### src/hw/rtl/ftbs_pkg.sv
// ftbs_pkg: shared types and constants of the flow token bucket sampler
// item structs, flow table entry layout, handshake status of the serial units
// no dependencies
`timescale 1ns / 1ps
`default_nettype none

package ftbs_pkg;

    localparam int FLOWS         = 1024;
    localparam int MAX_COPY      = 1400;
    localparam int MS_PER_SECOND = 1000;
    localparam int HDR_IP_UDP    = 28;
    localparam int HDR_UDP       = 8;

    localparam int FLOW_IDX_W = 10;
    localparam int FLOW_AW    = (FLOWS > 1) ? $clog2(FLOWS) : 1;
    localparam int TIME_W     = 48;
    localparam int LEN_W      = 16;
    localparam int RATE_W     = 16;
    localparam int TOK_W      = 16;
    localparam int CNT_W      = 32;
    localparam int FIELD11_W  = 11;

    localparam int WIN_W      = $clog2(MS_PER_SECOND + 1);
    localparam int REM_STEP_W = $clog2(CNT_W);
    localparam int WIN_STEP_W = $clog2(WIN_W);

    localparam logic [TOK_W-1:0] TOKEN_MAX = '1;

    typedef enum logic {
        REQ_PACKET = 1'b0,
        REQ_CLEAR  = 1'b1
    } t_req;

    typedef struct packed {
        t_req                req_type;
        logic [FLOW_IDX_W-1:0] flow_index;
        logic [TIME_W-1:0]   now_ms;
        logic                is_tcp;
        logic [LEN_W-1:0]    packet_len;
        logic [RATE_W-1:0]   sample_every;
        logic [RATE_W-1:0]   samples_per_second;
    } t_in_item;

    typedef struct packed {
        logic                 sample_taken;
        logic [FIELD11_W-1:0] copy_len;
        logic [FIELD11_W-1:0] ip_total_length;
        logic [FIELD11_W-1:0] udp_length;
        logic [TOK_W-1:0]     tokens_left;
    } t_out_item;

    typedef struct packed {
        logic [CNT_W-1:0]  packet_counter;
        logic [TOK_W-1:0]  token_count;
        logic [TIME_W-1:0] refill_time;
    } t_flow_entry;

    typedef struct packed {
        logic busy;
        logic done;
    } t_ser_sts;

endpackage

`default_nettype wire

### src/hw/rtl/ftbs_rem_unit.sv
// ftbs_rem_unit: bit-serial restoring remainder of the packet counter by the rate
// one dividend bit per cycle; uses ftbs_pkg
`timescale 1ns / 1ps
`default_nettype none

module ftbs_rem_unit (
    input  wire logic                        i_clk,
    input  wire logic                        i_rst_n,
    input  wire logic                        i_start,
    input  wire logic [ftbs_pkg::CNT_W-1:0]  i_dividend,
    input  wire logic [ftbs_pkg::RATE_W-1:0] i_divisor,
    output      ftbs_pkg::t_ser_sts          o_sts,
    output      logic [ftbs_pkg::RATE_W-1:0] o_rem
);
    import ftbs_pkg::*;

    logic                  r_busy;
    logic                  r_done;
    logic [REM_STEP_W-1:0] r_step;
    logic [CNT_W-1:0]      r_shift;
    logic [RATE_W-1:0]     r_rem;
    logic [RATE_W-1:0]     r_div;

    logic [RATE_W:0]   n_trial;
    logic              n_ge;
    logic [RATE_W-1:0] n_rem;

    always_comb begin
        n_trial = {r_rem, r_shift[CNT_W-1]};
        n_ge    = n_trial >= {1'b0, r_div};
        n_rem   = n_ge ? RATE_W'(n_trial - {1'b0, r_div}) : n_trial[RATE_W-1:0];
    end

    always_ff @(posedge i_clk) begin
        if (!i_rst_n) begin
            r_busy <= 1'b0;
            r_done <= 1'b0;
        end else if (i_start) begin
            r_busy  <= 1'b1;
            r_done  <= 1'b0;
            r_step  <= REM_STEP_W'(CNT_W - 1);
            r_shift <= i_dividend;
            r_rem   <= '0;
            r_div   <= i_divisor;
        end else if (r_busy) begin
            r_rem   <= n_rem;
            r_shift <= {r_shift[CNT_W-2:0], 1'b0};
            r_step  <= r_step - 1'b1;
            if (r_step == '0) begin
                r_busy <= 1'b0;
                r_done <= 1'b1;
            end
        end
    end

    assign o_sts.busy = r_busy;
    assign o_sts.done = r_done;
    assign o_rem      = r_rem;

endmodule

`default_nettype wire

### config.mk
export PLATFORM = sky130hd
export DESIGN_NAME = ftbs_rem_unit
export DESIGN_NICKNAME = d
export VERILOG_FILES = /design/src/hw/rtl/ftbs_pkg.sv /design/src/hw/rtl/ftbs_rem_unit.sv
export SDC_FILE = /design/constraint.sdc
export NUM_CORES = 1
export LEC_CHECK = 0
export ABC_AREA = 1
export BUFFER_PORTS_ARGS = -buffer_cell sky130_fd_sc_hd__buf_2
export CAP_MARGIN = 30
export CORE_ASPECT_RATIO = 1.1
export CORE_MARGIN = 5
export CORE_UTILIZATION = 38
export CTS_CLUSTER_DIAMETER = 30
export DETAILED_ROUTE_END_ITERATION = 10
export PLACE_DENSITY = 0.68
export SLEW_MARGIN = 20
export SYNTH_ARGS = -nofsm -noshare
export SYNTH_HDL_FRONTEND = slang
export SYNTH_SLANG_ARGS = --single-unit
### constraint.sdc
create_clock -name i_clk -period 2.9 [get_ports i_clk]
set_input_delay 0.145 -clock i_clk [delete_from_list [all_inputs] [get_ports i_clk]]
set_output_delay 0.145 -clock i_clk [all_outputs]
set_load 0.03 [all_outputs]
After elaboration in Yosys (flattened, before gate mapping)
Index checks and enable logic that the tools add are counted.

Bits in registers: 71. Input port bits: 51. Output and inout bits: 18. Logic and storage cells: 24.

Add/sub/neg operators: 2. Order comparisons: 1. Mux-type cells: 8. Bitwise operators: 1. Reductions and logical operators: 6.

Operators with widths (count): $mux W32 (2); $mux W16 (2); $ge A17 B16 Y1 (1); $sub A16 B16 Y16 (1); $reduce_and A2 Y1 (3); $logic_not A5 Y1 (1); $mux W5 (1); $sub A5 B1 Y5 const B (1); $mux W1 (3); $reduce_bool A2 Y1 (1); $reduce_or A2 Y1 (1); $not A1 Y1 (1).

Longest topological paths before layout
Gate-level depths: netlist of run 1.

Depth in word-level cells: 4. Depth in mapped cells: 14. Gate-level depth less buffers: 14.

Worst setup path before layout of run 1
OpenSTA, ideal clock, no wires.

Path kind: reg-to-reg. From: register r_rem[7], in the netlist o_rem[7]. To: register r_rem[6], in the netlist o_rem[6], data pin. Library setup time: 251 ps. Arrival: 1847 ps. Data required time: 2649 ps. Path slack: 803 ps. Cell stages (with the launch flop): 13. Period minus slack after synthesis: 2097 ps. Cells stage by stage: edfxtp_1 ha_1 nand2_1 inv_1 nand2_1 nor2_2 nand2_1 nand2_1 nor2_2 buf_6 nand3_1 nand2_1 nor2_2.

Word-level cells in the longest chain between the ends: 3.

Ends and longest elaborated chain: start, declared (line ftbs_rem_unit.sv:21) `logic [RATE_W-1:0] r_rem;`; start signal, assigned (line ftbs_rem_unit.sv:46) `r_rem <= n_rem;`; $ge A17 B16 Y1 (line ftbs_rem_unit.sv:30) `n_ge = n_trial >= {1'b0, r_div};`; $mux W16 (line ftbs_rem_unit.sv:31) `n_rem = n_ge ? RATE_W'(n_trial - {1'b0, r_div}) : n_trial[RATE_W-1:0];`; $mux W16 (line ftbs_rem_unit.sv:45) `end else if (r_busy) begin`.

No other way between the ends. The select of a mux whose other input is x is not followed. A chain may end at the register's enable or synchronous reset.

Final worst setup path of run 1
From: register r_rem[2], in the netlist o_rem[2]. To: register r_rem[15], in the netlist o_rem[15], data pin.

Word-level cells in the longest chain between the ends: 3. Elaborated cells on any way between the ends: 4.

Ends and longest elaborated chain (line): $sub A16 B16 Y16 or $ge A17 B16 Y1 (tied branches) (ftbs_rem_unit.sv:31, ftbs_rem_unit.sv:30); $mux W16 (*) (ftbs_rem_unit.sv:31); $mux W16 (*) (ftbs_rem_unit.sv:45).

Every way passes the cells marked *; elsewhere a longest branch is shown, timed or not. The select of a mux whose other input is x is not followed.

==> metrics, run 1 <==
deepest level of the CTS H-tree=3; number of violations of the max-capacitance limit=0; final critical path time including I/O delays and setup=between 2000 and 2500 ps; peak ir drop on the vdd network=around 0.3 mV; sort of element at the start of the critical path=flip-flop; number of placed I/O pins=69; FF/Latch Area=between 0.002 and 0.0025 mm2; vertical die dimension=120 um; Util after Layout=a little under half; RSZ-0062 raised after global routing=false; run status=finished, final reports clean; P_sw=1.03 mW; horizontal extent of the die=about 110 um; setup tns final=0 ps; portion of total power attributed to combinational logic=between 20% and 30%; logic depth of the worst register-to-register path=12; Routed WL=9250 um; routability-driven placement congestion ratio=around 0.95; DRC violations left=0; fmax=roughly 420 MHz; post-CTS clock slew at the launch and capture registers of the worst setup and hold paths=60 ps; clock latency at the later pin of the worst-skew pair=330 ps; Unique masters post-synth=30; sequential power share=39.9%; number of max-slew violations in the final report=0; total of warnings raised by yosys=0; commonest non-fill, non-tap cells in the layout=nand2_1 (206), inv_1 (87), edfxtp_1 (69); number of hold violations in the final report=0; net switching share of the total power=31.7%; number of enable flip-flop cells after synthesis=69; count of cells along the worst hold path=3; transition time at the pin with the least slew margin=728 ps; Root Driver=clkbuf_16; min-delay src=i_rst_n; kind of end point of the critical path=flip-flop; TritonCTS clock tree=done; share of the clock period used by the worst path after layout=81.5%; Final #Nets=~670; maximum number of pins on one net before global-route repair=36; share of async-settable or async-resettable flops after synthesis=0%; count of placed standard cells in the final layout, fillers left out=around 760; Vias=3443; clk buf depth=2; Std-Cell Rows=40; Total Routing Usage GR=15.2%; internal power contribution=~2.2 mW; clk sink count=71; instance count after placement with tap cells included=725; Total Die Area=0.0132 mm2; synthesized cell area=approximately 0.0042 mm2; post-DR wirelength/cell=12.2 um; post-DR vias/cell=4.55; commonest register cell after synthesis=edfxtp_1; FF-to-FF Start=o_rem[2]$_SDFFCE_PP0P_; initial antenna violation count=0; first-pass GRT wire length=15800 um; Hold Crit Class=in2reg; final setup fails=0; Synth Area per Inst=8.09 um2; Worst Skew=7.49 ps; Max FO, Critical Path=18; area occupied by multi-input gates=0.00165 mm2; number of global-route vias before repair=3466; number of flip-flops and latches in the synthesized netlist=71; register area share after synthesis=50.4%; Core Footprint=0.0109 mm2; Filler Cells Inserted=1086; Layout Area Growth over Synthesis=22.3%; buffers added on ports=68; post-route antenna net violation count=0; Final Total Pwr=3.25 mW; global route overflow=0; layout cell share with drive strength beyond 1=19.3%; CTS Buf Count=9; drt initial violations=157; post-synth net total=587; starting utilization of the core area=around two fifths; 1st-pass router iterations=5; most common cell after layout, fill and taps aside=nand2_1; signal arrival time at the worst endpoint=~2600 ps; post-cts gate resize count=0; endpoint with the worst hold slack=r_done$_SDFFE_PP0P_; clock network fraction of design power=33.7%; Critical Path RT=3090 ps; half-perimeter wire length of the detailed placement result=6760 um; antenna diode count=0; worst relative slew slack=51.4%; worst setup path category=reg2reg; ratio of total power to cell area=around 630 mW/mm2; slack of the worst reg-to-reg path=between 500 and 600 ps; Pleak=between 2 and 3 nW; Cells after Synth=518; R2R Path End=o_rem[15]$_SDFFCE_PP0P_
[synthesized netlist by cell type (2+ instances only)]
master	count	area share, %
buf_4	4	0.72
o21ai_0	4	0.48
nand4_1	2	0.30
nor2_1	27	2.4
ha_1	17	5.1
nand2_2	3	0.45
a21oi_1	11	1.3
and2_1	2	0.30
nand3_1	33	3.9
nor2_2	22	3.3
clkbuf_1	6	0.54
inv_1	87	7.8
xor2_1	6	1.3
dfxtp_1	2	0.96
inv_2	2	0.18
nand2_1	207	19
nor3_1	2	0.24
edfxtp_1	69	49
[worst max-delay path, stage by stage (launching register included)]
cell and delay (ps):
edfxtp_1 410, ha_1 420, nand2_2 110, inv_1 50, nand2_1 70, nand2_1 60
nand2_1 80, nand3_2 110, nand2_4 230, inv_2 70, nor2_4 400, nor2_1 100
nor2_1 110
[flip-flops by register name, summed over array words and instances (netlist names)]
signal	count
r_shift	32
r_step	5
r_div	16
r_done	1
o_rem	16
r_busy	1
[worst max-delay path by stage]
stage	from	endpoint	slack (ps)
2_1_floorplan	o_rem[7]$_SDFFCE_PP0P_	o_rem[6]$_SDFFCE_PP0P_	800
3_3_place_gp	o_rem[7]$_SDFFCE_PP0P_	o_rem[15]$_SDFFCE_PP0P_	700
3_5_place_dp	o_rem[2]$_SDFFCE_PP0P_	o_rem[15]$_SDFFCE_PP0P_	540
4_1_cts	o_rem[2]$_SDFFCE_PP0P_	o_rem[15]$_SDFFCE_PP0P_	530
5_1_grt	o_rem[1]$_SDFFCE_PP0P_	o_rem[15]$_SDFFCE_PP0P_	340
6_report	o_rem[2]$_SDFFCE_PP0P_	o_rem[15]$_SDFFCE_PP0P_	540
[cell families (layout without fill, tap and decap cells)]
| logic type | Yosys count | in the layout | synth area share (%) |
|---|---|---|---|
| XOR/XNOR | 7 | 7 | 1.46 |
| buffers and inverters | 104 | 196 | 10.2 |
| adder cells (fa/ha/maj) | 18 | 18 | 5.56 |
| flip-flops | 71 | 71 | 50.4 |
| AND/OR/NAND/NOR | 302 | 302 | 30.4 |
| AO/OA/AOI/OAI | 16 | 16 | 1.97 |
[stage by stage]
step                instance area (um2)  hold slack (ps)  setup WS, ps
finish                             5120             63.6           538
global route                       5120             71.7           340
CTS                                5120             56.8           533
detailed placement                 4670              324           541
global placement                   4670              323           696
floorplan                          4190              244           803
[power by group through the flow]
stage          clock, mW  combinational [mW]  sequential [mW]
2_1_floorplan          0               0.579             1.38
3_3_place_gp           0               0.828             1.31
3_5_place_dp           0               0.841             1.32
4_1_cts             1.12               0.863             1.30
5_1_grt             1.16               0.978             1.31
6_report            1.09               0.856             1.30
[routing by layer]
layer	vias up	GRT usage, %	part of all wire (%)
met3	17	3.77	7.1
met1	1535	19.0	42
met5	-	0	0
met2	110	24.9	49
li1	1781	-	-
met4	0	6.00	2.0
[cell type report]
cell class              count  area share, %
clock buffers              10           4.47
clock inverters             6           1.17
inverters                  90           6.60
multi-input cells         343           32.3
flip-flops and latches     71           41.2
well taps                 147           3.59
repair buffers             90           10.6
[repair_timing]
| action | in CTS | in global routing |
|---|---|---|
| endpoints found under the hold margin | 16 | 0 |
| endpoints found under the setup margin | 0 | 0 |
| setup buffers | 0 | 0 |
| hold buffers | 16 | 0 |
(Power assumes the default switching activity.)
==> run 2: changes to the inputs <==
Clock period 2.9 ns to 2.45 ns, I/O delays scaled along.
==> metrics, run 2 (synthesis results as in run 1) <==
run status=finished, final reports clean; TritonCTS clock tree=done; post-cts gate resize count=0; Top reg by flops=r_shift; post-CTS clock slew at the launch and capture registers of the worst setup and hold paths=60 ps; global route overflow=0; Std-Cell Rows=40; number of violations of the max-capacitance limit=0; Routed WL=9500 um; first-pass GRT wire length=15600 um; worst relative slew slack=65.7%; fmax=between 400 and 500 MHz; sort of element at the start of the critical path=flip-flop; sequence of cells on the critical path=ha_1 > nand2_2 > nor2_1 > nand3_1 > nand3_2 > nand2_4 > inv_2 > nor2_4 > buf_4 > nor2_1 > nor2_1; delay of the slowest cell on the worst path=470 ps; kind of end point of the critical path=flip-flop; number of global-route vias before repair=about 3400; P_sw=1.23 mW; Total Die Area=roughly 0.013 mm2; final setup fails=0; clock network fraction of design power=31.7%; Crit path buffers/inverters=2; routability-driven placement congestion ratio=0.916; flip-flop count of the largest register, all copies and words added=32; Hold Crit Class=in2reg; initial antenna violation count=0; Worst Skew=5.65 ps; vertical die dimension=120 um; most common cell after layout, fill and taps aside=nand2_1; library cell appearing most often on the critical path=nor2_1; Max FO, Critical Path=18; deepest level of the CTS H-tree=3; Final #Nets=679; internal power contribution=2.54 mW; post-DR wirelength/cell=12.5 um; Critical Path RT=2540 ps; number of placed I/O pins=roughly 70; portion of total power attributed to combinational logic=27.6%; RSZ-0062 raised after global routing=false; Root Driver=clkbuf_16; DRC violations left=0; Vias=3462; net switching share of the total power=between 30% and 40%; Layout Area Growth over Synthesis=22.9%; Pleak=2.63 nW; horizontal extent of the die=110 um; starting utilization of the core area=38.6%; antenna diode count=0; drt initial violations=approximately 150; clk buf depth=2; clk sink count=71; Top Family by Delay on Critical Path=simple AND/OR/NAND/NOR gates; signal arrival time at the worst endpoint=roughly 2400 ps; area of placed instances=around 0.0047 mm2; post-route design area=roughly 0.005 mm2; Total Routing Usage GR=15.2%; sequential power share=roughly 41%; transition time at the pin with the least slew margin=513 ps; final critical path time including I/O delays and setup=2260 ps; cell with the largest stage delay on the worst path=ha_1; post-DR vias/cell=approximately 4.5; half-perimeter wire length of the detailed placement result=approximately 7100 um; commonest non-fill, non-tap cells in the layout=nand2_1 (206), inv_1 (87), edfxtp_1 (69); worst setup path category=reg2reg; Core Footprint=about 0.011 mm2; CTS Buf Count=9; number of max-slew violations in the final report=0; number of hold violations in the final report=0; post-route antenna net violation count=0; Util after Layout=47.4%; share of the clock period used by the worst path after layout=92.1%; buffers added on ports=68; ratio of total power to cell area=732 mW/mm2; peak ir drop on the vdd network=0.388 mV; clock latency at the later pin of the worst-skew pair=between 300 and 400 ps; layout cell share with drive strength beyond 1=approximately a fifth; setup tns final=0 ps; maximum number of pins on one net before global-route repair=36; 1st-pass router iterations=4
==> run 2: layout make-up <==
class | instances | area (um2)
fillers | 1108 | 5710
flip-flops and latches | 71 | 2110
multi-input cells | 343 | 1650
repair buffers | 95 | 596
inverters | 90 | 338
clock buffers | 10 | 229
well taps | 147 | 184
clock inverters | 6 | 37.5
==> run 2: through the flow <==
step	hold WS [ps]	power (mW)	instances	worst slack (ps)
CTS	43.2	3.80	762	217
floorplan	221	2.31	518	353
detailed placement	301	2.59	730	221
global placement	301	2.57	730	212
finish	50.2	3.77	762	194
global route	61.6	3.98	762	36.8
==> run 2: metal layers <==
| layer | GRT usage [%] | part of all wire (%) | vias to the layer above |
|---|---|---|---|
| met5 | 0 | 0 | - |
| met4 | 6.77 | 2.1 | 0 |
| met3 | 3.07 | 5.6 | 16 |
| met2 | 25.5 | 49 | 94 |
| met1 | 18.7 | 43 | 1561 |
| li1 | - | - | 1791 |
==> run 2: timing repair <==
| action | CTS | global route |
|---|---|---|
| setup buffers | 0 | 0 |
| hold buffers | 16 | 0 |
| hold endpoints to repair | 16 | 0 |
==> run 2: final timing paths <==
check / cells past startpoint / endpoint / slack (ps) / startpoint
worst min register to register: 2 / r_done$_SDFFE_PP0P_ / 450 / r_done$_SDFFE_PP0P_
worst max-delay path: 11 / o_rem[2]$_SDFFCE_PP0P_ / 190 / o_rem[2]$_SDFFCE_PP0P_
worst max register to register: 11 / o_rem[2]$_SDFFCE_PP0P_ / 190 / o_rem[2]$_SDFFCE_PP0P_
worst min-delay path: 3 / r_done$_SDFFE_PP0P_ / 50 / i_rst_n
==> run 2: power by group through the flow <==
stage / Clock, mW / Sequential (mW) / Combinational, mW
after floorplan: 0 / 1.63 / 0.686
after global placement: 0 / 1.56 / 1.01
after detailed placement: 0 / 1.56 / 1.02
after CTS: 1.21 / 1.54 / 1.05
after global routing: 1.26 / 1.55 / 1.18
final: 1.19 / 1.54 / 1.04
==> run 2: worst register-to-register path, stage by stage (launching register included) <==
cell and delay (ps):
edfxtp_1 420, ha_1 470, nand2_2 110, nor2_1 170, nand3_1 110, nand3_2 120, nand2_4 150, inv_2 110
nor2_4 30, buf_4 170, nor2_1 110, nor2_1 50
