<file path="config.mk">
export PLATFORM = sky130hd
export DESIGN_NAME = ftbs_win_unit
export DESIGN_NICKNAME = d
export VERILOG_FILES = /design/src/hw/rtl/ftbs_pkg.sv /design/src/hw/rtl/ftbs_win_unit.sv
export SDC_FILE = /design/constraint.sdc
export NUM_CORES = 1
export LEC_CHECK = 0
export ABC_AREA = 1
export BUFFER_PORTS_ARGS = -buffer_cell sky130_fd_sc_hd__buf_4
export CAP_MARGIN = 25
export CORE_MARGIN = 5
export CORE_UTILIZATION = 64
export CTS_CLUSTER_SIZE = 24
export DETAILED_ROUTE_END_ITERATION = 10
export HOLD_SLACK_MARGIN = 0.05
export PLACE_DENSITY = 0.95
export SETUP_SLACK_MARGIN = 0.3
export SLEW_MARGIN = 20
export SYNTH_ARGS = -nofsm -noshare
export SYNTH_HDL_FRONTEND = slang
export SYNTH_SLANG_ARGS = --single-unit
</file>
<file path="constraint.sdc">
create_clock -name i_clk -period 4.8 [get_ports i_clk]
set_input_delay 0.96 -clock i_clk [delete_from_list [all_inputs] [get_ports i_clk]]
set_output_delay 0.96 -clock i_clk [all_outputs]
set_load 0.05 [all_outputs]
</file>
<file path="src/hw/rtl/ftbs_pkg.sv">
// ftbs_pkg: shared types and constants of the flow token bucket sampler
// item structs, flow table entry layout, handshake status of the serial units
// no dependencies
`timescale 1ns / 1ps
`default_nettype none

package ftbs_pkg;

    localparam int FLOWS         = 1024;
    localparam int MAX_COPY      = 1400;
    localparam int MS_PER_SECOND = 1000;
    localparam int HDR_IP_UDP    = 28;
    localparam int HDR_UDP       = 8;

    localparam int FLOW_IDX_W = 10;
    localparam int FLOW_AW    = (FLOWS > 1) ? $clog2(FLOWS) : 1;
    localparam int TIME_W     = 48;
    localparam int LEN_W      = 16;
    localparam int RATE_W     = 16;
    localparam int TOK_W      = 16;
    localparam int CNT_W      = 32;
    localparam int FIELD11_W  = 11;

    localparam int WIN_W      = $clog2(MS_PER_SECOND + 1);
    localparam int REM_STEP_W = $clog2(CNT_W);
    localparam int WIN_STEP_W = $clog2(WIN_W);

    localparam logic [TOK_W-1:0] TOKEN_MAX = '1;

    typedef enum logic {
        REQ_PACKET = 1'b0,
        REQ_CLEAR  = 1'b1
    } t_req;

    typedef struct packed {
        t_req                req_type;
        logic [FLOW_IDX_W-1:0] flow_index;
        logic [TIME_W-1:0]   now_ms;
        logic                is_tcp;
        logic [LEN_W-1:0]    packet_len;
        logic [RATE_W-1:0]   sample_every;
        logic [RATE_W-1:0]   samples_per_second;
    } t_in_item;

    typedef struct packed {
        logic                 sample_taken;
        logic [FIELD11_W-1:0] copy_len;
        logic [FIELD11_W-1:0] ip_total_length;
        logic [FIELD11_W-1:0] udp_length;
        logic [TOK_W-1:0]     tokens_left;
    } t_out_item;

    typedef struct packed {
        logic [CNT_W-1:0]  packet_counter;
        logic [TOK_W-1:0]  token_count;
        logic [TIME_W-1:0] refill_time;
    } t_flow_entry;

    typedef struct packed {
        logic busy;
        logic done;
    } t_ser_sts;

endpackage

`default_nettype wire

</file>
<file path="src/hw/rtl/ftbs_win_unit.sv">
// ftbs_win_unit: bit-serial division of one second in ms by the token bound
// gives the refill window, at least 1 ms; uses ftbs_pkg
`timescale 1ns / 1ps
`default_nettype none

module ftbs_win_unit (
    input  wire logic                        i_clk,
    input  wire logic                        i_rst_n,
    input  wire logic                        i_start,
    input  wire logic [ftbs_pkg::RATE_W-1:0] i_bound,
    output      ftbs_pkg::t_ser_sts          o_sts,
    output      logic [ftbs_pkg::WIN_W-1:0]  o_window
);
    import ftbs_pkg::*;

    logic                  r_busy;
    logic                  r_done;
    logic [WIN_STEP_W-1:0] r_step;
    logic [WIN_W-1:0]      r_shift;
    logic [RATE_W-1:0]     r_rem;
    logic [RATE_W-1:0]     r_div;

    logic [RATE_W:0]   n_trial;
    logic              n_ge;
    logic [RATE_W-1:0] n_rem;

    always_comb begin
        n_trial = {r_rem, r_shift[WIN_W-1]};
        n_ge    = n_trial >= {1'b0, r_div};
        n_rem   = n_ge ? RATE_W'(n_trial - {1'b0, r_div}) : n_trial[RATE_W-1:0];
    end

    // quotient bits shift in behind the dividend bits
    always_ff @(posedge i_clk) begin
        if (!i_rst_n) begin
            r_busy <= 1'b0;
            r_done <= 1'b0;
        end else if (i_start) begin
            r_busy  <= 1'b1;
            r_done  <= 1'b0;
            r_step  <= WIN_STEP_W'(WIN_W - 1);
            r_shift <= WIN_W'(MS_PER_SECOND);
            r_rem   <= '0;
            r_div   <= i_bound;
        end else if (r_busy) begin
            r_rem   <= n_rem;
            r_shift <= {r_shift[WIN_W-2:0], n_ge};
            r_step  <= r_step - 1'b1;
            if (r_step == '0) begin
                r_busy <= 1'b0;
                r_done <= 1'b1;
            end
        end
    end

    assign o_sts.busy = r_busy;
    assign o_sts.done = r_done;
    // zero bound or bound above one second both give a 1 ms window
    assign o_window   = (r_div == '0 || r_shift == '0) ? WIN_W'(1) : r_shift;

endmodule

`default_nettype wire

</file>
Word-level counts from Yosys, hierarchy flattened --
Index checks and enable logic that the tools add are counted.
Storage, ports and cells: register bits after elaboration 48, bits of input ports 19, output and inout bits 12, word-level logic and storage cells 27
Operators by class: add/sub/neg operators 2, order comparisons 1, mux-type cells 8, bitwise logic cells 1, reductions and logical operators 9
Operators with widths (number):
- 16-bit two-way mux | 2
- 10-bit two-way mux | 2
- 17-bit by 16-bit greater-or-equal comparator with 1-bit output | 1
- 16-bit zero test | 1
- 16-bit subtractor | 1
- 10-bit zero test | 1
- 2-bit AND reduction | 3
- 4-bit zero test | 1
- 4-bit two-way mux | 1
- 4-bit by 1-bit subtractor with 4-bit output (second input constant) | 1
- 1-bit two-way mux | 3
- 2-bit nonzero test | 1
- 2-bit OR reduction | 1
- 1-bit logical OR | 1
- 1-bit NOT | 1

Logic depth before layout (Yosys ltp) --
Gate-level depths: netlist (run 1).
word-level depth 4, mapped depth 14, mapped depth without buffers 14

Worst setup path after synthesis (run 1) --
OpenSTA, ideal clock, no wires.
path type input to register, start input i_start, end register r_rem[0], enable pin, library setup time 387 ps, arrival time 1981 ps, required time 4413 ps, slack 2432 ps, stages on the path 3, path buffers 1, cells stage by stage clkbuf_1 > nand2_1 > nand2_1
Between the ends: cells in the longest elaborated chain, start to end 2
Ends and longest elaborated chain:
- from (decl) | RTL line ftbs_win_unit.sv:9 | input wire logic i_start,
- 2-bit nonzero test (no line)
- 2-bit AND reduction (no line)
- to (signal assigned) | RTL line ftbs_win_unit.sv:46 | r_rem <= n_rem;
- to (decl) | RTL line ftbs_win_unit.sv:20 | logic [RATE_W-1:0] r_rem;
Every way passes these cells. A chain may end at the register's enable or synchronous reset.

Final worst setup path (run 1) --
start register r_div[8], end output o_window[6] in the netlist's numbering
Between the ends: cells in the longest elaborated chain, start to end 3
Ends and longest elaborated chain:
- from (decl) | RTL line ftbs_win_unit.sv:21 | logic [RATE_W-1:0] r_div;
- from (signal assigned) | RTL line ftbs_win_unit.sv:44 | r_div <= i_bound;
- 16-bit zero test | RTL line ftbs_win_unit.sv:59 | assign o_window = (r_div == '0 || r_shift == '0) ? WIN_W'(1) : r_shift;
- 1-bit logical OR | RTL line ftbs_win_unit.sv:59
- 10-bit two-way mux | RTL line ftbs_win_unit.sv:59
- to (decl) | RTL line ftbs_win_unit.sv:12 | output logic [ftbs_pkg::WIN_W-1:0] o_window
Every way passes these cells.

==> metrics.txt, run 1 <==
# TYPE chip_impl_metric gauge
chip_impl_metric{name="final.period_utilization",unit=""} 0.589
chip_impl_metric{name="grt_antenna_before_repair",unit=""} 0
chip_impl_metric{name="critPathArrivalTime",unit="ps"} 1870
chip_impl_metric{name="cellPowerDensity",unit="mW/mm2"} 347
chip_impl_metric{name="rows",unit=""} 25
chip_impl_info{name="cts_tree",value="yes"} 1
chip_impl_metric{name="final_period_minus_worst_setup_slack",unit="ps"} 2830
chip_impl_metric{name="post_synth.cell_area_avg",unit="um2"} 7.79
chip_impl_metric{name="final_layout_net_count",unit=""} 481
chip_impl_metric{name="clk_pin_slew_worst_paths",unit="ps"} 100
chip_impl_metric{name="post-place-ws",unit="ps"} 2310
chip_impl_info{name="rsz0062_at_grt",value="no"} 1
chip_impl_metric{name="final-setup-viol-count",unit=""} 0
chip_impl_metric{name="setup_total_negative_slack",unit="ps"} 0
chip_impl_metric{name="cts-buffers-inserted",unit=""} 5
chip_impl_metric{name="placement.io_buffers",unit=""} 30
chip_impl_metric{name="design.portCount",unit=""} 31
chip_impl_metric{name="wl_cell",unit="um"} 15.0
chip_impl_metric{name="worst_pin_slew",unit="ps"} 839
chip_impl_metric{name="timing.critical_path.slowest_cell_delay",unit="ps"} 460
chip_impl_metric{name="synth.yosys.warnings",unit=""} 0
chip_impl_metric{name="fillerInstances",unit=""} 347
chip_impl_metric{name="synthesis.nets",unit=""} 451
chip_impl_metric{name="post_route_setup_slack",unit="ps"} 1970
chip_impl_metric{name="drt_iter0_drc",unit=""} 266
chip_impl_metric{name="floorplan.die_area",unit="mm2"} 0.00656
chip_impl_metric{name="timing.max_slew.rel_slack",unit=""} 0.440
chip_impl_metric{name="fp.dieW",unit="um"} 81.0
chip_impl_metric{name="drt_drc_violations_left",unit=""} 0
chip_impl_metric{name="grt_max_degree",unit=""} 25
chip_impl_metric{name="final_layout_size_suffix_gt1_frac",unit=""} 0.148
chip_impl_metric{name="initial_standard_cell_utilization_of_the_core",unit=""} 0.669
chip_impl_metric{name="setup_skew",unit="ps"} 11.6
chip_impl_info{name="path_cells",value="nor4_1 -> nand4_1 -> nand2_1 -> nor2_1 -> buf_4"} 1
chip_impl_metric{name="fmaxAchievable",unit="MHz"} 354
chip_impl_metric{name="syn2layout_area_growth",unit="%"} 11.4
chip_impl_info{name="timing.critical_path.from_type",value="register"} 1
chip_impl_metric{name="total_leakage_power",unit="nW"} 1.80
chip_impl_metric{name="synthDistinctLibCells",unit=""} 32
chip_impl_metric{name="drv_slew",unit=""} 0
chip_impl_metric{name="r2r_slack",unit="ps"} 2320
chip_impl_metric{name="post_synth_instance_area",unit="mm2"} 0.00322
chip_impl_info{name="crit_path_top_delay_cell",value="sky130_fd_sc_hd__edfxtp_1"} 1
chip_impl_metric{name="drt.antenna.violating_nets",unit=""} 0
chip_impl_info{name="holdCritPathClass",value="register to register"} 1
chip_impl_metric{name="route.detailed.vias_per_inst",unit=""} 5.40
chip_impl_metric{name="firstDrtPassIters",unit=""} 5
chip_impl_metric{name="drt_wl_total",unit="mm"} 7.68
chip_impl_metric{name="cts_max_level",unit=""} 2
chip_impl_metric{name="synth-seq-area-share",unit=""} 0.441
chip_impl_metric{name="grtUsageTotal",unit=""} 0.263
chip_impl_info{name="root_buffer",value="sky130_fd_sc_hd__clkbuf_8"} 1
chip_impl_metric{name="gpl.final_weighted_congestion",unit=""} 1.04
chip_impl_metric{name="via_count_of_the_routed_design",unit=""} 2763
chip_impl_metric{name="final_hold_viol_count",unit=""} 0
chip_impl_metric{name="clk-insertion-delay-late",unit="ps"} 310
chip_impl_metric{name="cts_setup_buffers",unit=""} 0
chip_impl_metric{name="multi_input_area",unit="mm2"} 0.00145
chip_impl_metric{name="drv.max_cap_violation_count",unit=""} 0
chip_impl_info{name="worst-setup-path-type",value="register to primary output"} 1
chip_impl_metric{name="clock_sink_count",unit=""} 48
chip_impl_metric{name="critical_path_peak_fanout",unit=""} 9
chip_impl_info{name="outcome",value="finished, final reports clean"} 1
chip_impl_metric{name="number_of_synthesized_register_bits",unit=""} 48
chip_impl_metric{name="peakVddDrop",unit="uV"} 272
chip_impl_metric{name="grt_pass1_vias",unit=""} 2842
chip_impl_metric{name="grt_pass1_wl",unit="mm"} 13.1
chip_impl_metric{name="floorplan.core_area",unit="mm2"} 0.00482
chip_impl_metric{name="report.power.total",unit="mW"} 1.25
chip_impl_info{name="endpoint_kind",value="primary output"} 1
chip_impl_metric{name="final-seq-area",unit="mm2"} 0.00142
chip_impl_metric{name="critical_path_required_time",unit="ps"} 3840
chip_impl_metric{name="globalRoute.totalOverflow",unit=""} 0
chip_impl_metric{name="fp.dieH",unit="um"} 81.0
chip_impl_metric{name="antennaDiodeCount",unit=""} 0
chip_impl_metric{name="clock_path_buffers",unit=""} 2
chip_impl_metric{name="hpwlAfterDp",unit="mm"} 5.45
chip_impl_metric{name="cts_resized",unit=""} 0
chip_impl_metric{name="hold_buffers",unit=""} 0
chip_impl_metric{name="synthCells",unit=""} 414
worst max-delay path, delay by kind of cell (launching register included):
kind,cells,cell delay (ps)
simple gates,4,900
flops,1,460
buf+inv,1,200
synth_stat cells, drive strengths merged:
master | instances | area [um2]
dfxtp | 2 | 40.0
a21oi | 10 | 50.1
nand3 | 19 | 100
nand2 | 128 | 500
nor4 | 6 | 37.5
ha | 17 | 213
and2 | 2 | 12.5
o21ai | 2 | 10.0
xor2 | 6 | 52.6
nand4 | 6 | 37.5
nand3b | 10 | 75.1
buf | 5 | 38.8
nor3 | 3 | 20.0
inv | 81 | 307
fa | 1 | 20.0
nor2 | 63 | 287
xnor2 | 1 | 8.76
clkbuf | 3 | 11.3
or2 | 3 | 21.3
edfxtp | 46 | 1380
cell families (layout without fill, tap and decap cells):
logic type | Yosys count | count (layout) | share of synthesized area
buf+inv | 89 | 120 | 0.111
simple gates | 240 | 240 | 0.339
flops | 48 | 48 | 0.441
xor+xnor | 7 | 7 | 0.0190
fa+ha+maj | 18 | 18 | 0.0722
compound gates | 12 | 12 | 0.0186
layer usage:
layer,GRT usage,wire [um]
met4,0.127,268
met1,0.312,3050
met2,0.460,3860
met3,0.0466,505
met5,0,0
power breakdown:
part / switching [mW] / total, mW / internal [mW] / leakage, nW
Sequential: 0.0237 / 0.535 / 0.511 / 0.454
Combinational: 0.289 / 0.441 / 0.152 / 1.30
Clock: 0.148 / 0.269 / 0.121 / 0.0522
cell type report:
cell class / instances / area share
Multi-Input combinational cell: 277 / 0.403
Sequential cell: 48 / 0.396
Inverter: 81 / 0.0854
Timing Repair Buffer: 31 / 0.0648
Tap cell: 67 / 0.0234
Clock buffer: 6 / 0.0230
Clock inverter: 2 / 0.00488
placed cells by master (no fill, tap or decap):
cell type / n
sky130_fd_sc_hd__nand2_1: 122
sky130_fd_sc_hd__dfxtp_1: 2
sky130_fd_sc_hd__a21oi_1: 10
sky130_fd_sc_hd__or2_2: 1
sky130_fd_sc_hd__nand3b_1: 10
sky130_fd_sc_hd__or2_4: 1
sky130_fd_sc_hd__nand2_4: 1
sky130_fd_sc_hd__or2_1: 1
sky130_fd_sc_hd__clkbuf_8: 6
sky130_fd_sc_hd__nor3_2: 1
sky130_fd_sc_hd__nor4_1: 6
sky130_fd_sc_hd__buf_4: 31
sky130_fd_sc_hd__fa_1: 1
sky130_fd_sc_hd__nor3_1: 2
sky130_fd_sc_hd__nand2_2: 5
sky130_fd_sc_hd__inv_1: 78
sky130_fd_sc_hd__nand3_1: 18
sky130_fd_sc_hd__nor2_2: 11
sky130_fd_sc_hd__xor2_1: 6
sky130_fd_sc_hd__nand4_1: 6
sky130_fd_sc_hd__and2_1: 2
sky130_fd_sc_hd__inv_2: 2
sky130_fd_sc_hd__inv_6: 2
sky130_fd_sc_hd__edfxtp_1: 46
sky130_fd_sc_hd__nand3_2: 1
sky130_fd_sc_hd__ha_1: 17
sky130_fd_sc_hd__nor2_4: 3
sky130_fd_sc_hd__o21ai_0: 2
sky130_fd_sc_hd__inv_4: 1
sky130_fd_sc_hd__nor2_1: 49
sky130_fd_sc_hd__xnor2_1: 1
sequential cells by signal, summed over array words and instances (netlist names):
signal	flops
r_div	16
r_rem	16
r_shift	10
r_step	4
r_busy	1
r_done	1
per-stage QoR:
| step | utilization | std cells | instance area [um2] | hold WS [ps] |
|---|---|---|---|---|
| final | 0.745 | 512 | 3590 | 527 |
| after global routing | 0.745 | 512 | 3590 | 558 |
| after CTS | 0.745 | 512 | 3590 | 533 |
| after detailed placement | 0.724 | 504 | 3490 | 440 |
| after global placement | 0.724 | 504 | 3490 | 436 |
| after floorplan | - | 414 | 3220 | 426 |
worst paths after layout:
check | start | end | depth (start not counted)
setup / recovery | r_div[8] | o_window[6] | 5
hold / removal | r_done | r_done | 2
setup reg to reg | r_div[10] | r_rem[13] | 13
hold reg to reg | r_done | r_done | 2
Note: power is estimated with default switching activity, not from simulation.
==> inputs of run 2 (changes only) <==
--- a/config.mk
+++ b/config.mk
@@ -5,15 +5,15 @@
 export SDC_FILE = /design/constraint.sdc
 export NUM_CORES = 1
 export LEC_CHECK = 0
-export ABC_AREA = 1
+export ABC_AREA = 0
 export BUFFER_PORTS_ARGS = -buffer_cell sky130_fd_sc_hd__buf_4
 export CAP_MARGIN = 25
 export CORE_MARGIN = 5
-export CORE_UTILIZATION = 64
+export CORE_UTILIZATION = 53
 export CTS_CLUSTER_SIZE = 24
 export DETAILED_ROUTE_END_ITERATION = 10
 export HOLD_SLACK_MARGIN = 0.05
-export PLACE_DENSITY = 0.95
+export PLACE_DENSITY = 0.86
 export SETUP_SLACK_MARGIN = 0.3
 export SLEW_MARGIN = 20
 export SYNTH_ARGS = -nofsm -noshare
==> constraint.sdc (replaced) <==
create_clock -name i_clk -period 2.5 [get_ports i_clk]
set_input_delay 0.5 -clock i_clk [delete_from_list [all_inputs] [get_ports i_clk]]
set_output_delay 0.5 -clock i_clk [all_outputs]
set_load 0.05 [all_outputs]
==> metrics.txt, run 2 <==
# TYPE chip_impl_metric gauge
chip_impl_info{name="rsz0062_at_grt",value="yes"} 1
chip_impl_metric{name="report.power.total",unit="mW"} 2.66
chip_impl_metric{name="final_period_minus_worst_setup_slack",unit="ps"} 2650
chip_impl_metric{name="wl_cell",unit="um"} 25.2
chip_impl_metric{name="drt.antenna.violating_nets",unit=""} 0
chip_impl_metric{name="number_of_synthesized_register_bits",unit=""} 48
chip_impl_metric{name="fp.dieW",unit="um"} 84.3
chip_impl_metric{name="floorplan.die_area",unit="mm2"} 0.00711
chip_impl_info{name="yosys-top-cells-area",value="sky130_fd_sc_hd__edfxtp_1, sky130_fd_sc_hd__ha_1, sky130_fd_sc_hd__inv_1"} 1
chip_impl_info{name="worst-setup-path-type",value="register to primary output"} 1
chip_impl_metric{name="drt_iter0_drc",unit=""} 499
chip_impl_info{name="commonest_cells_in_the_netlist",value="sky130_fd_sc_hd__edfxtp_1, sky130_fd_sc_hd__inv_1, sky130_fd_sc_hd__nor2_1, sky130_fd_sc_hd__ha_1, sky130_fd_sc_hd__a21oi_1"} 1
chip_impl_metric{name="final_core_utilization",unit=""} 0.770
chip_impl_metric{name="cellPowerDensity",unit="mW/mm2"} 635
chip_impl_info{name="outcome",value="finished, violations left"} 1
chip_impl_metric{name="post_route_setup_slack",unit="ps"} -147
chip_impl_info{name="post-synth-top-area-cell",value="sky130_fd_sc_hd__edfxtp_1"} 1
chip_impl_metric{name="design.portCount",unit=""} 31
chip_impl_metric{name="critPathArrivalTime",unit="ps"} 2150
chip_impl_metric{name="share_seq_of_total_power",unit=""} 0.386
chip_impl_metric{name="clk-insertion-delay-late",unit="ps"} 320
chip_impl_info{name="worst_r2r_startpoint",value="r_div[13]"} 1
chip_impl_metric{name="peakVddDrop",unit="uV"} 481
chip_impl_metric{name="synthDistinctLibCells",unit=""} 51
chip_impl_metric{name="share_clk_of_total_power",unit=""} 0.222
chip_impl_metric{name="final_layout_size_suffix_gt1_frac",unit=""} 0.488
chip_impl_metric{name="synthCells",unit=""} 267
chip_impl_metric{name="timing.critical_path.slowest_cell_delay",unit="ps"} 550
chip_impl_metric{name="fin_area",unit="mm2"} 0.00419
chip_impl_metric{name="fmaxAchievable",unit="MHz"} 378
chip_impl_metric{name="final_layout_net_count",unit=""} 380
chip_impl_metric{name="critical_path_required_time",unit="ps"} 2000
chip_impl_metric{name="post-place-ws",unit="ps"} -23.3
chip_impl_metric{name="postPlaceCellArea",unit="mm2"} 0.00328
chip_impl_metric{name="setup_total_negative_slack",unit="ps"} -826
chip_impl_metric{name="ffs_w_async_s_r_synth",unit=""} 0
chip_impl_info{name="failed_checks",value="setup timing"} 1
chip_impl_metric{name="final-setup-viol-count",unit=""} 12
chip_impl_info{name="root_buffer",value="sky130_fd_sc_hd__clkbuf_8"} 1
chip_impl_metric{name="rows",unit=""} 27
chip_impl_metric{name="globalRoute.totalOverflow",unit=""} 0
chip_impl_metric{name="synth-seq-area-share",unit=""} 0.486
chip_impl_metric{name="grt_antenna_before_repair",unit=""} 0
chip_impl_metric{name="antennaDiodeCount",unit=""} 0
chip_impl_metric{name="number_of_enable_type_register_cells_in_the_synthesized_netlist",unit=""} 46
chip_impl_metric{name="via_count_of_the_routed_design",unit=""} 2723
chip_impl_info{name="path_cells",value="buf_4 -> buf_4 -> nor4_1 -> a31oi_4 -> and2_4 -> buf_6"} 1
chip_impl_metric{name="drt_drc_violations_left",unit=""} 0
chip_impl_metric{name="cts_max_level",unit=""} 2
chip_impl_metric{name="fillerInstances",unit=""} 249
chip_impl_info{name="dominantRegCellSynth",value="sky130_fd_sc_hd__edfxtp_1"} 1
chip_impl_metric{name="setup_skew",unit="ps"} 17.7
chip_impl_metric{name="grt_pass1_vias",unit=""} 2498
chip_impl_metric{name="grt_max_degree",unit=""} 31
chip_impl_metric{name="post_synth.cell_area_avg",unit="um2"} 11.0
chip_impl_metric{name="floorplan.core_area",unit="mm2"} 0.00544
chip_impl_metric{name="drv_slew",unit=""} 0
chip_impl_metric{name="total_leakage_power",unit="nW"} 1.64
chip_impl_metric{name="post_layout_nonfiller_instances",unit=""} 416
chip_impl_metric{name="worst_pin_slew",unit="ps"} 590
chip_impl_metric{name="pwr-share-comb",unit=""} 0.392
chip_impl_metric{name="finalHoldWorstSlack",unit="ps"} 355
chip_impl_metric{name="hold_buffers",unit=""} 0
chip_impl_metric{name="hpwlAfterDp",unit="mm"} 4.32
chip_impl_info{name="hold_path.startpoint",value="i_bound[4]"} 1
chip_impl_metric{name="firstDrtPassIters",unit=""} 6
chip_impl_info{name="final_common_cell",value="sky130_fd_sc_hd__buf_4"} 1
chip_impl_metric{name="final_hold_viol_count",unit=""} 0
chip_impl_metric{name="p_int",unit="mW"} 1.76
chip_impl_metric{name="cts-buffers-inserted",unit=""} 5
chip_impl_metric{name="initial_standard_cell_utilization_of_the_core",unit=""} 0.538
chip_impl_metric{name="placement.io_buffers",unit=""} 30
chip_impl_metric{name="final.period_utilization",unit=""} 1.06
chip_impl_metric{name="grtUsageTotal",unit=""} 0.217
chip_impl_metric{name="fraction_of_power_spent_switching_nets",unit=""} 0.336
chip_impl_metric{name="critical_path_peak_fanout",unit=""} 3
chip_impl_info{name="synthMostInstantiatedCell",value="sky130_fd_sc_hd__edfxtp_1"} 1
chip_impl_metric{name="clock_sink_count",unit=""} 48
chip_impl_metric{name="timing.max_slew.rel_slack",unit=""} 0.603
chip_impl_info{name="crit_top_cell",value="sky130_fd_sc_hd__buf_4"} 1
chip_impl_info{name="endpoint_kind",value="primary output"} 1
chip_impl_metric{name="fp.dieH",unit="um"} 84.3
chip_impl_info{name="critPathLaunch",value="r_shift[9]"} 1
chip_impl_info{name="layout_common_cells",value="sky130_fd_sc_hd__buf_4, sky130_fd_sc_hd__edfxtp_1, sky130_fd_sc_hd__nor2_1"} 1
chip_impl_metric{name="yosys.area.top_type_share",unit=""} 0.472
chip_impl_metric{name="total_switching_power",unit="mW"} 0.894
chip_impl_metric{name="synth.yosys.warnings",unit=""} 0
chip_impl_metric{name="clk_pin_slew_worst_paths",unit="ps"} 100
chip_impl_info{name="crit_path_top_delay_cell",value="sky130_fd_sc_hd__nor4_1"} 1
chip_impl_metric{name="route.detailed.vias_per_inst",unit=""} 6.55
chip_impl_info{name="biggest_registers_after_layout",value="r_div: 16 flops, r_rem: 16 flops, r_shift: 10 flops"} 1
chip_impl_metric{name="drt_wl_total",unit="mm"} 10.5
chip_impl_metric{name="post_synth_instance_area",unit="mm2"} 0.00293
chip_impl_metric{name="synthesis.nets",unit=""} 304
chip_impl_metric{name="gpl.final_weighted_congestion",unit=""} 0.892
chip_impl_metric{name="post-place-cells",unit=""} 368
chip_impl_info{name="holdCritPathClass",value="primary input to register"} 1
chip_impl_info{name="timing.critical_path.from_type",value="register"} 1
chip_impl_metric{name="syn2layout_area_growth",unit="%"} 43.1
chip_impl_metric{name="clock_path_buffers",unit=""} 2
chip_impl_info{name="cts_tree",value="yes"} 1
chip_impl_metric{name="drv.max_cap_violation_count",unit=""} 0
chip_impl_metric{name="grt_pass1_wl",unit="mm"} 12.4
[run 2: critical path: cells and delay by family (launching register included)]
family                 cells  cell delay, ps
AO/OA/AOI/OAI              1             170
buffers and inverters      3             460
flip-flops                 1             470
AND/OR/NAND/NOR            2             730
[run 2: cells by family after synthesis]
group | share of synthesized area
compound gates | 0.135
xor+xnor | 0.0329
fa+ha+maj | 0.0795
buf+inv | 0.0650
flops | 0.486
mux | 0.0351
simple gates | 0.167
[run 2: worst paths after layout]
kind,cells past startpoint,endpoint,slack (ps)
setup / recovery,6,o_window[6],-150
hold / removal,1,r_div[4],360
setup reg to reg,10,r_rem[5],-90
hold reg to reg,1,r_shift[6],610
[run 2: area by class of cell]
cell class | count | area, um2 | share of cell area
Inverter | 27 | 101 | 0.0242
Sequential cell | 48 | 1420 | 0.339
Tap cell | 72 | 90.1 | 0.0215
Multi-Input combinational cell | 183 | 1730 | 0.414
Clock buffer | 6 | 72.6 | 0.0173
Timing Repair Buffer | 78 | 736 | 0.176
Clock inverter | 2 | 35.0 | 0.00836
[run 2: per-layer routing]
| metal | GRT usage | vias to the layer above | wire (um) | part of all wire |
|---|---|---|---|---|
| li1 | - | 1102 | - | - |
| met1 | 0.259 | 1287 | 3750 | 0.36 |
| met2 | 0.377 | 260 | 5040 | 0.48 |
| met3 | 0.0481 | 74 | 1060 | 0.10 |
| met4 | 0.0877 | 0 | 620 | 0.059 |
| met5 | 0 | - | 0 | 0 |
[run 2: power groups by stage]
stage               combinational (mW)  clock [mW]  sequential (mW)
global route                      1.08       0.613             1.03
global placement                 0.607           0             1.02
floorplan                        0.495           0             1.01
CTS                              0.775       0.567             1.01
detailed placement               0.627           0             1.02
finish                            1.04       0.590             1.03
[run 2: repair_timing]
item,4_1_cts,5_1_grt
gates cloned,1,1
resized for setup,42,53
buffers inserted,20,18
setup endpoints to repair,27,27
pin swaps,15,28
